[src/hdl/vrp_pkg.sv]
// Shared widths, register indexes and limits of the vertex projection core.
// No dependencies; used by the core, the screen dividers and the raster maps.
package vrp_pkg;

    // Field and coefficient widths
    localparam int COORD_WIDTH    = 24;
    localparam int COEF_FRAC_BITS = 13;
    localparam int COEF_BITS      = 16;
    localparam int TRANS_BITS     = 21;
    localparam int ROT_W          = 3 * COEF_BITS;
    localparam int TRANS_W        = 3 * TRANS_BITS;
    localparam int CANVAS_W       = 16;
    localparam int IMG_W          = 13;
    localparam int RASTER_W       = 16;

    // Camera space: product of coefficient and coordinate, plus sum headroom
    localparam int PROD_W = COEF_BITS + COORD_WIDTH;
    localparam int CAM_W  = PROD_W + 2;

    // Screen divider: integer range limit and fraction bits of the quotient
    localparam int SCREEN_INT_BITS = 24;
    localparam int SCREEN_FRAC     = 16;
    localparam int SDIV_STEPS      = SCREEN_INT_BITS + SCREEN_FRAC;
    localparam int SDIV_R_W        = CAM_W + 1;
    localparam int SDIV_LAT        = SDIV_STEPS + 1;
    localparam int S_W             = SDIV_STEPS + 2;
    localparam logic [SDIV_STEPS:0] SCREEN_MAG_LIMIT = {1'b1, {SDIV_STEPS{1'b0}}};

    // Raster mapping: numerator, divisor (16 * canvas) and quotient widths
    localparam int T_W         = S_W + 1;
    localparam int N_W         = T_W + IMG_W + 1;
    localparam int RDIV_STEPS  = RASTER_W;
    localparam int RDIV_D_W    = CANVAS_W + 4;
    localparam int RDIV_R_W    = RDIV_D_W + 1;
    localparam int RMAP_LAT    = RDIV_STEPS + 3;

    // Products, camera sums, dividers, raster map, output register
    localparam int PIPE_LAT = 2 + SDIV_LAT + RMAP_LAT + 1;

    localparam logic signed [RASTER_W-1:0] RASTER_MAX = 16'sh7FFF;
    localparam logic signed [RASTER_W-1:0] RASTER_MIN = 16'sh8000;

    // Configuration register indexes
    typedef enum logic [2:0] {
        REG_ROT_X      = 3'd0,
        REG_ROT_Y      = 3'd1,
        REG_ROT_Z      = 3'd2,
        REG_TRANS      = 3'd3,
        REG_CANVAS_W   = 3'd4,
        REG_CANVAS_H   = 3'd5,
        REG_IMAGE_W    = 3'd6,
        REG_IMAGE_H    = 3'd7
    } reg_index_t;

endpackage

[src/hdl/vrp_raster_map.sv]
// Maps one screen coordinate to a saturated raster pixel index.
// Depends on vrp_pkg; offset, multiply, 16-step divide by 16 * canvas, clamp.
module vrp_raster_map (
    input  logic                                  clk,
    input  logic                                  en,
    input  logic signed [vrp_pkg::S_W-1:0]        screen,
    input  logic        [vrp_pkg::CANVAS_W-1:0]   canvas,
    input  logic        [vrp_pkg::IMG_W-1:0]      img_size,
    input  logic                                  flip,
    output logic signed [vrp_pkg::RASTER_W-1:0]   raster,
    output logic                                  sat
);

    localparam int STEPS = vrp_pkg::RDIV_STEPS;
    localparam int R_W   = vrp_pkg::RDIV_R_W;
    localparam int D_W   = vrp_pkg::RDIV_D_W;
    localparam int TW    = vrp_pkg::T_W;
    localparam int NW    = vrp_pkg::N_W;

    logic signed [TW-1:0] t_reg;
    logic signed [NW-1:0] n_reg;

    logic [R_W-1:0]   r_reg   [0:STEPS-1];
    logic [D_W-1:0]   d_reg   [0:STEPS-1];
    logic [STEPS-1:0] ql_reg  [0:STEPS];
    logic             neg_reg [0:STEPS];
    logic             ovf_reg [0:STEPS];
    logic [R_W-1:0]   r_next  [1:STEPS-1];
    logic             take    [1:STEPS];

    logic signed [TW-1:0]      eight_c;
    logic signed [TW-1:0]      t_next;
    logic signed [vrp_pkg::IMG_W:0] isz_s;
    logic signed [NW-1:0]      n_next;
    logic [NW-1:0]             n_mag;
    logic [D_W-1:0]            d_in;
    logic [STEPS:0]            neg_val;
    logic [STEPS-1:0]          q;

    // Offset by half the canvas; y is flipped so rows count from the top
    assign eight_c = TW'({canvas, 3'b000});
    assign t_next  = flip ? (eight_c - TW'(screen)) : (TW'(screen) + eight_c);

    // Scale by image size
    assign isz_s  = {1'b0, img_size};
    assign n_next = isz_s * t_reg;

    // Magnitude, divisor and overflow check for the divide
    assign n_mag = n_reg[NW-1] ? -n_reg : n_reg;
    assign d_in  = {canvas, 4'b0000};

    always_comb
    begin : c_step
        logic [R_W-1:0] trial;
        logic [R_W-1:0] dvs;
        for (int i = 1; i <= STEPS; i++)
        begin
            dvs     = {1'b0, d_reg[i-1]};
            trial   = {r_reg[i-1][R_W-2:0], ql_reg[i-1][STEPS-1]};
            take[i] = (trial >= dvs);
            if (i < STEPS)
            begin
                r_next[i] = take[i] ? (trial - dvs) : trial;
            end
        end
    end

    always_ff @(posedge clk)
    begin
        if (en)
        begin
            t_reg      <= t_next;
            n_reg      <= n_next;
            r_reg[0]   <= n_mag[STEPS +: R_W];
            ql_reg[0]  <= n_mag[STEPS-1:0];
            d_reg[0]   <= d_in;
            neg_reg[0] <= n_reg[NW-1];
            ovf_reg[0] <= (n_mag >= {{(NW-D_W-STEPS){1'b0}}, d_in, {STEPS{1'b0}}});
            for (int i = 1; i <= STEPS; i++)
            begin
                ql_reg[i]  <= {ql_reg[i-1][STEPS-2:0], take[i]};
                neg_reg[i] <= neg_reg[i-1];
                ovf_reg[i] <= ovf_reg[i-1];
                if (i < STEPS)
                begin
                    r_reg[i] <= r_next[i];
                    d_reg[i] <= d_reg[i-1];
                end
            end
        end
    end

    // Sign restore and saturation to the 16-bit raster range
    assign q       = ql_reg[STEPS];
    assign neg_val = -{1'b0, q};

    always_comb
    begin
        sat    = 1'b0;
        raster = $signed(q);
        if (ovf_reg[STEPS])
        begin
            sat    = 1'b1;
            raster = neg_reg[STEPS] ? vrp_pkg::RASTER_MIN : vrp_pkg::RASTER_MAX;
        end
        else if (neg_reg[STEPS])
        begin
            if (q > STEPS'(17'h08000))
            begin
                sat    = 1'b1;
                raster = vrp_pkg::RASTER_MIN;
            end
            else
            begin
                raster = $signed(neg_val[STEPS-1:0]);
            end
        end
        else if (q[STEPS-1])
        begin
            sat    = 1'b1;
            raster = vrp_pkg::RASTER_MAX;
        end
    end

endmodule

[config.mk]
export PLATFORM = sky130hd
export DESIGN_NAME = vrp_raster_map
export DESIGN_NICKNAME = d
export VERILOG_FILES = /design/src/hdl/vrp_pkg.sv /design/src/hdl/vrp_raster_map.sv
export SDC_FILE = /design/constraint.sdc
export NUM_CORES = 2
export LEC_CHECK = 0
export BUFFER_PORTS_ARGS = -buffer_cell sky130_fd_sc_hd__buf_2
export CAP_MARGIN = 40
export CORE_ASPECT_RATIO = 0.9
export CORE_MARGIN = 2
export CORE_UTILIZATION = 67
export CTS_BUF_LIST = sky130_fd_sc_hd__clkbuf_8 sky130_fd_sc_hd__clkbuf_16
export CTS_CLUSTER_DIAMETER = 50
export DETAILED_ROUTE_END_ITERATION = 7
export GPL_TIMING_DRIVEN = 0
export PLACE_DENSITY = 0.91
export SYNTH_ARGS = -nofsm -noshare
export SYNTH_HDL_FRONTEND = slang
export SYNTH_SLANG_ARGS = --single-unit
export TNS_END_PERCENT = 1
[constraint.sdc]
create_clock -name clk -period 15.7 [get_ports clk]
set_input_delay 0.785 -clock clk [delete_from_list [all_inputs] [get_ports clk]]
set_output_delay 0.785 -clock clk [all_outputs]
set_load 0.03 [all_outputs]
After elaboration in Yosys (flattened, before gate mapping)
Memories as Yosys holds them, arrays and structs flattened.
Index checks and enable logic that the tools add are counted.
- muxes and demuxes: 28
- reduce and logical (&&, ||, !) cells: 0
- add/subtract/negate cells: 19
- equality and inequality tests: 0
- $mul: 1
- order comparisons: 18
- divide/modulo/power cells: 0
- shifts and indexed selects: 0
- bitwise gates (word level): 0
- operators by type and width (kind ; number):
    greater-or-equal comparator 21 x 20 -> 1 bit ; 16
    two-way mux 21 bit ; 15
    subtractor 21 x 20 -> 21 bit ; 15
    two-way mux 16 bit ; 4
    greater-or-equal comparator 57 x 36 -> 1 bit ; 1
    multiplier 14 x 43 -> 57 bit ; 1
    two-way mux 57 bit ; 1
    negation 57 bit ; 1
    adder 42 x 20 -> 43 bit ; 1
    two-way mux 43 bit ; 1
    subtractor 20 x 42 -> 43 bit ; 1
    greater-than comparator 16 bit (second input constant) ; 1
    negation 16 bit ; 1
    two-way mux 15 bit ; 1
    two-way mux 1 bit ; 6
- bits in latches: 0
- memories: 5
- memory bits (writable): 962
- register bits after elaboration: 100
- ROM bits: 0
- memory list (memory ; words ; width ; read ports ; clocked after memory_dff ; write ports ; line ; source):
    r_reg ; 16 ; 21 ; 16 ; 0 ; 16 ; vrp_raster_map.sv:23 ; logic [R_W-1:0] r_reg [0:STEPS-1];
    d_reg ; 16 ; 20 ; 16 ; 0 ; 16 ; vrp_raster_map.sv:24 ; logic [D_W-1:0] d_reg [0:STEPS-1];
    ql_reg ; 17 ; 16 ; 17 ; 0 ; 17 ; vrp_raster_map.sv:25 ; logic [STEPS-1:0] ql_reg [0:STEPS];
    neg_reg ; 17 ; 1 ; 17 ; 0 ; 17 ; vrp_raster_map.sv:26 ; logic neg_reg [0:STEPS];
    ovf_reg ; 17 ; 1 ; 17 ; 0 ; 17 ; vrp_raster_map.sv:27 ; logic ovf_reg [0:STEPS];

Longest topological paths before layout
An unclocked memory read counts as a cell.
- word-level depth: 5
- gate-level depth with buffers: 25
- depth with buffers taken out: 23

Least setup slack after synthesis
OpenSTA, ideal clock, no wires.
- path kind: input to register
- start point: input port img_size[5] (netlist bit)
- end point: register n_reg[49] (data pin)
- buffers on the path: 3
- library setup time: 0.135 ns
- stages on the path: 23
- required time: 15.565 ns
- path slack: 8.754 ns
- arrival time: 6.811 ns
- cells stage by stage: clkbuf_1 clkbuf_1 nand2_1 fa_1 fa_1 inv_1 fa_1 fa_1 fa_1 inv_1 fa_1 inv_1 ha_1 clkbuf_1 a2111oi_0 o21ai_0 o22ai_1 nor3_1 o21ai_0 o211ai_1 a41o_1 or4b_2 nand3_1
- word-level cells in the longest chain between the ends: 1
- ends and longest elaborated chain (item ; line ; source):
    start: declaration ; vrp_raster_map.sv:8 ; input logic [vrp_pkg::IMG_W-1:0] img_size,
    multiplier 14 x 43 -> 57 bit ; vrp_raster_map.sv:46 ; assign n_next = isz_s * t_reg;
    named net n_next[49] ; vrp_raster_map.sv:34 ; logic signed [NW-1:0] n_next;
    end signal: assignment ; vrp_raster_map.sv:73 ; n_reg <= n_next;
    end: declaration ; vrp_raster_map.sv:21 ; logic signed [NW-1:0] n_reg;
The timed path passes the listed nets, and every way through them passes these cells.
A chain may end at the register's enable or synchronous reset.

Worst setup path in the final report
- start point: input port img_size[6] (netlist bit)
- end point: register n_reg[56] (data pin)
Same word-level chain as after synthesis.

==> summary.md <==
| Metric | Value |
|---|---|
| CP Buf/Inv Count | `6` |
| Nets | `7371` |
| RD Place Congestion | `around 1` |
| Fmax | `about 0.12 GHz` |
| Crit-path cells | `clkbuf_1 > clkbuf_1 > nand2_1 > fa_1 > fa_1 > inv_1 > fa_1 > fa_1 > fa_1 > inv_1 > fa_1 > inv_1 > ha_1 > clkbuf_1 > nand3_1 > nor3_1 > nand4_1 > a311oi_1 > o2111ai_1 > a21oi_1 > o21bai_1 > a31o_2 > a211oi_1` |
| Kind of end point of the critical path | `flip-flop` |
| Port Buffer Count | `78` |
| Startpoint Class | `input pin` |
| Worst-case reg-to-reg path depth | `22` |
| Share of cells above drive strength 1 | `7.10%` |
| Hpwl dp | `130000 µm` |
| RSZ-0062 raised after global routing | `no` |
| Vias | `48400` |
| WHS | `0.311 ns` |
| Remaining antenna violation count | `0` |
| Synth top area share | `between 40% and 50%` |
| Async S/R FF share, synth | `0%` |
| Avg Inst Size Synth | `roughly 11 µm²` |
| Area of the mapped netlist | `68500 µm²` |
| Iter 0 DRT Violations | `a little over 5000` |
| Post-synth EDFFs | `982` |
| Hold Startpoint | `screen[0]` |
| Reg-to-reg critical path startpoint | `t_reg[8]` |
| Area contributors post-synth | `edfxtp_1 (43%), fa_1 (15%), ha_1 (7.9%), inv_1 (5.4%), nand2_1 (2.7%)` |
| Metal1 wirelength | `66500 µm` |
| Final wirelength | `approximately 180000 µm` |
| Hold Crit Class | `in -> reg` |
| CTS Hold Bufs | `0` |
| Critical R2R Capture | `n_reg[56]` |
| Arr. time, crit path | `8.96 ns` |
| Fin crit period | `8.45 ns` |
| Initial Util | `between 60 and 70%` |
| Register area | `29500 µm²` |
| Max reg flops | `320` |
| Setup_tns | `0 ns` |
| Core Area | `102000 µm²` |
| Final Hold Fails | `0` |
| Setup CP Type | `in -> reg` |
| Number of global-route vias before repair | `49400` |
| Clk slew on worst S/H paths | `0.06 ns` |
| Syn-to-layout area delta | `8.69%` |
| Top Ports | `91` |
| Setup violators final | `0` |
| Actual slew at the worst max-slew pin | `~1.0 ns` |
| CP dominant cell by count | `fa_1` |
| Commonest cells in the netlist | `edfxtp_1 (982), inv_1 (982), fa_1 (515)` |
| Required time worst endpoint | `16.21 ns` |
| Sequential area share after synthesis | `43.0%` |
| Met2 WL post-DR | `between 80000 and 90000 µm` |
| Setup slack at placement | `6.83 ns` |
| Most used DFF post-synth | `edfxtp_1` |
| Crit Path Max Fanout | `10` |
| Clk_lat worst skew | `0.72 ns` |
| Largest net degree at the start of global routing | `~140` |
| Clock skew | `0.0653 ns` |
| Die area | `105000 µm²` |
| Vias per cell | `6.21` |
| CTS buffer count | `106` |
| Setup ws final | `approximately 7.2 ns` |
| Max cap viols | `0` |
| Initial antenna violation count | `3` |
| Hold Path End | `t_reg[0]` |
| Die Height | `307 µm` |
| WHS Path Cells | `1` |
| Fillers | `about 6500` |
| Multi-input gate area | `between 30000 and 40000 µm²` |
| Global route total overflow | `0` |
| Top layer in use | `met5` |
| Routed wire length on met3 | `about 17000 µm` |
| Htree depth | `3` |
| CTS tree | `yes` |
| Count of unique library cells instantiated by Yosys | `77` |
| CP max stage delay | `0.77 ns` |
| Row cnt | `111` |
| Gate Count Post-Synth | `6143` |
| Slew HR | `30.6%` |
| Wire per inst | `22.5 µm` |
| #FFs+latches synth | `982` |
| Clock Sinks | `982` |
| Slowest cell on the critical path | `a311oi_1` |
| Post-cts repair resize count | `0` |
| Outcome | `finished, final reports clean` |
| Slew Viols, Final | `0` |
| Part of the cycle the worst path needs | `around 54%` |
| Post-synth net total | `7167` |
| Post-CTS setup buffers | `0` |
| Clock Tree Buf Depth | `3` |
| Yosys top cell by area | `edfxtp_1` |
| Yosys Warn Count | `0` |
| Top Family by Delay on Critical Path | `adder cells` |
| First-pass DRT Iterations | `7` |
| Reg-to-reg slack, setup | `about 7.7 ns` |
| CTS root buf | `clkbuf_16` |
| Drc violations | `0` |
| GRT Overall Usage | `roughly 34%` |
| First-pass GRT wire length | `274000 µm` |
| Width of the die | `about 340 µm` |
-- cell families (layout without fill, tap and decap cells) --
kind of cell	count (synthesis)	after routing	synth area share [%]
AOI/OAI and AO/OA	962	962	9.02
xor gates and xnor gates	274	274	3.50
adders and majority gates	950	950	23.0
buffers and inverters	1181	1471	6.48
DFF	982	982	43.0
muxes	190	190	3.05
other	0	3	0
and+or+nand+nor	1604	1604	11.9
-- routing by layer --
layer / vias to the layer above / track usage, %
li1: 21600 / -
met1: 23600 / 43.4
met2: 2640 / 56.7
met3: 538 / 6.28
met4: 2 / 14.9
met5: - / 0
-- layout make-up --
| type | instances | area share (%) |
|---|---|---|
| buffer | 199 | 1.02 |
| timing repair buffer | 96 | 0.947 |
| inverter | 982 | 4.95 |
| multi-input combinational | 3980 | 46.5 |
| sequential | 982 | 39.6 |
| tap | 1356 | 2.28 |
| clock inverter | 88 | 1.20 |
| antenna | 3 | 0.0101 |
| clock buffer | 106 | 3.56 |
-- cells in the final DEF, fill, tap and decap left out, types with 41 or more instances in the layout --
| master | n |
|---|---|
| xor2_1 | 84 |
| and2_1 | 266 |
| nor3_1 | 98 |
| nor2_1 | 227 |
| o21ai_0 | 192 |
| nand2_1 | 501 |
| inv_1 | 992 |
| mux2i_1 | 41 |
| or3_1 | 52 |
| fa_1 | 515 |
| o21a_1 | 43 |
| ha_1 | 435 |
| buf_2 | 83 |
| clkbuf_16 | 106 |
| nor2b_1 | 77 |
| xnor2_1 | 190 |
| nand4_1 | 68 |
| edfxtp_1 | 982 |
| a21oi_1 | 289 |
| o31ai_1 | 54 |
| nor4_1 | 48 |
| nand3_1 | 72 |
| mux2_2 | 148 |
| clkbuf_1 | 192 |
| nand2b_1 | 61 |
| a21o_1 | 79 |
| a31oi_1 | 45 |
-- worst reg2reg max path: stages (launching register included) --
cell	delay, ns
edfxtp_1	0.51
clkbuf_1	0.54
nand2_1	0.17
fa_1	0.49
fa_1	0.55
inv_1	0.06
fa_1	0.58
fa_1	0.44
fa_1	0.58
inv_1	0.08
fa_1	0.49
inv_1	0.04
ha_1	0.26
clkbuf_1	0.32
nand3_1	0.12
nor3_1	0.32
nand4_1	0.27
a311oi_1	0.77
o2111ai_1	0.31
a21oi_1	0.27
o21bai_1	0.13
a31o_2	0.26
a211oi_1	0.21
-- worst max path at each step --
stage / startpoint / end / slack (ns) / cells after the start
after detailed placement: img_size[6] / n_reg[56] / 6.83 / 23
after floorplan: img_size[5] / n_reg[49] / 8.75 / 23
after CTS: img_size[6] / n_reg[56] / 7.56 / 23
after global routing: img_size[6] / n_reg[56] / 7.11 / 23
final: img_size[6] / n_reg[56] / 7.25 / 23
after global placement: en / t_reg[11] / -0.66 / 1
-- per-stage QoR --
step,utilization [%],cell area (µm²),instances
2_1_floorplan,-,68500,6143
3_5_place_dp,69.8,70900,7594
4_1_cts,73.3,74500,7788
5_1_grt,73.3,74500,7789
3_3_place_gp,69.5,70600,7577
6_report,73.3,74500,7792
Power is not shown: default switching activity piles up to over one toggle a cycle in this logic, so the estimate is an artifact.
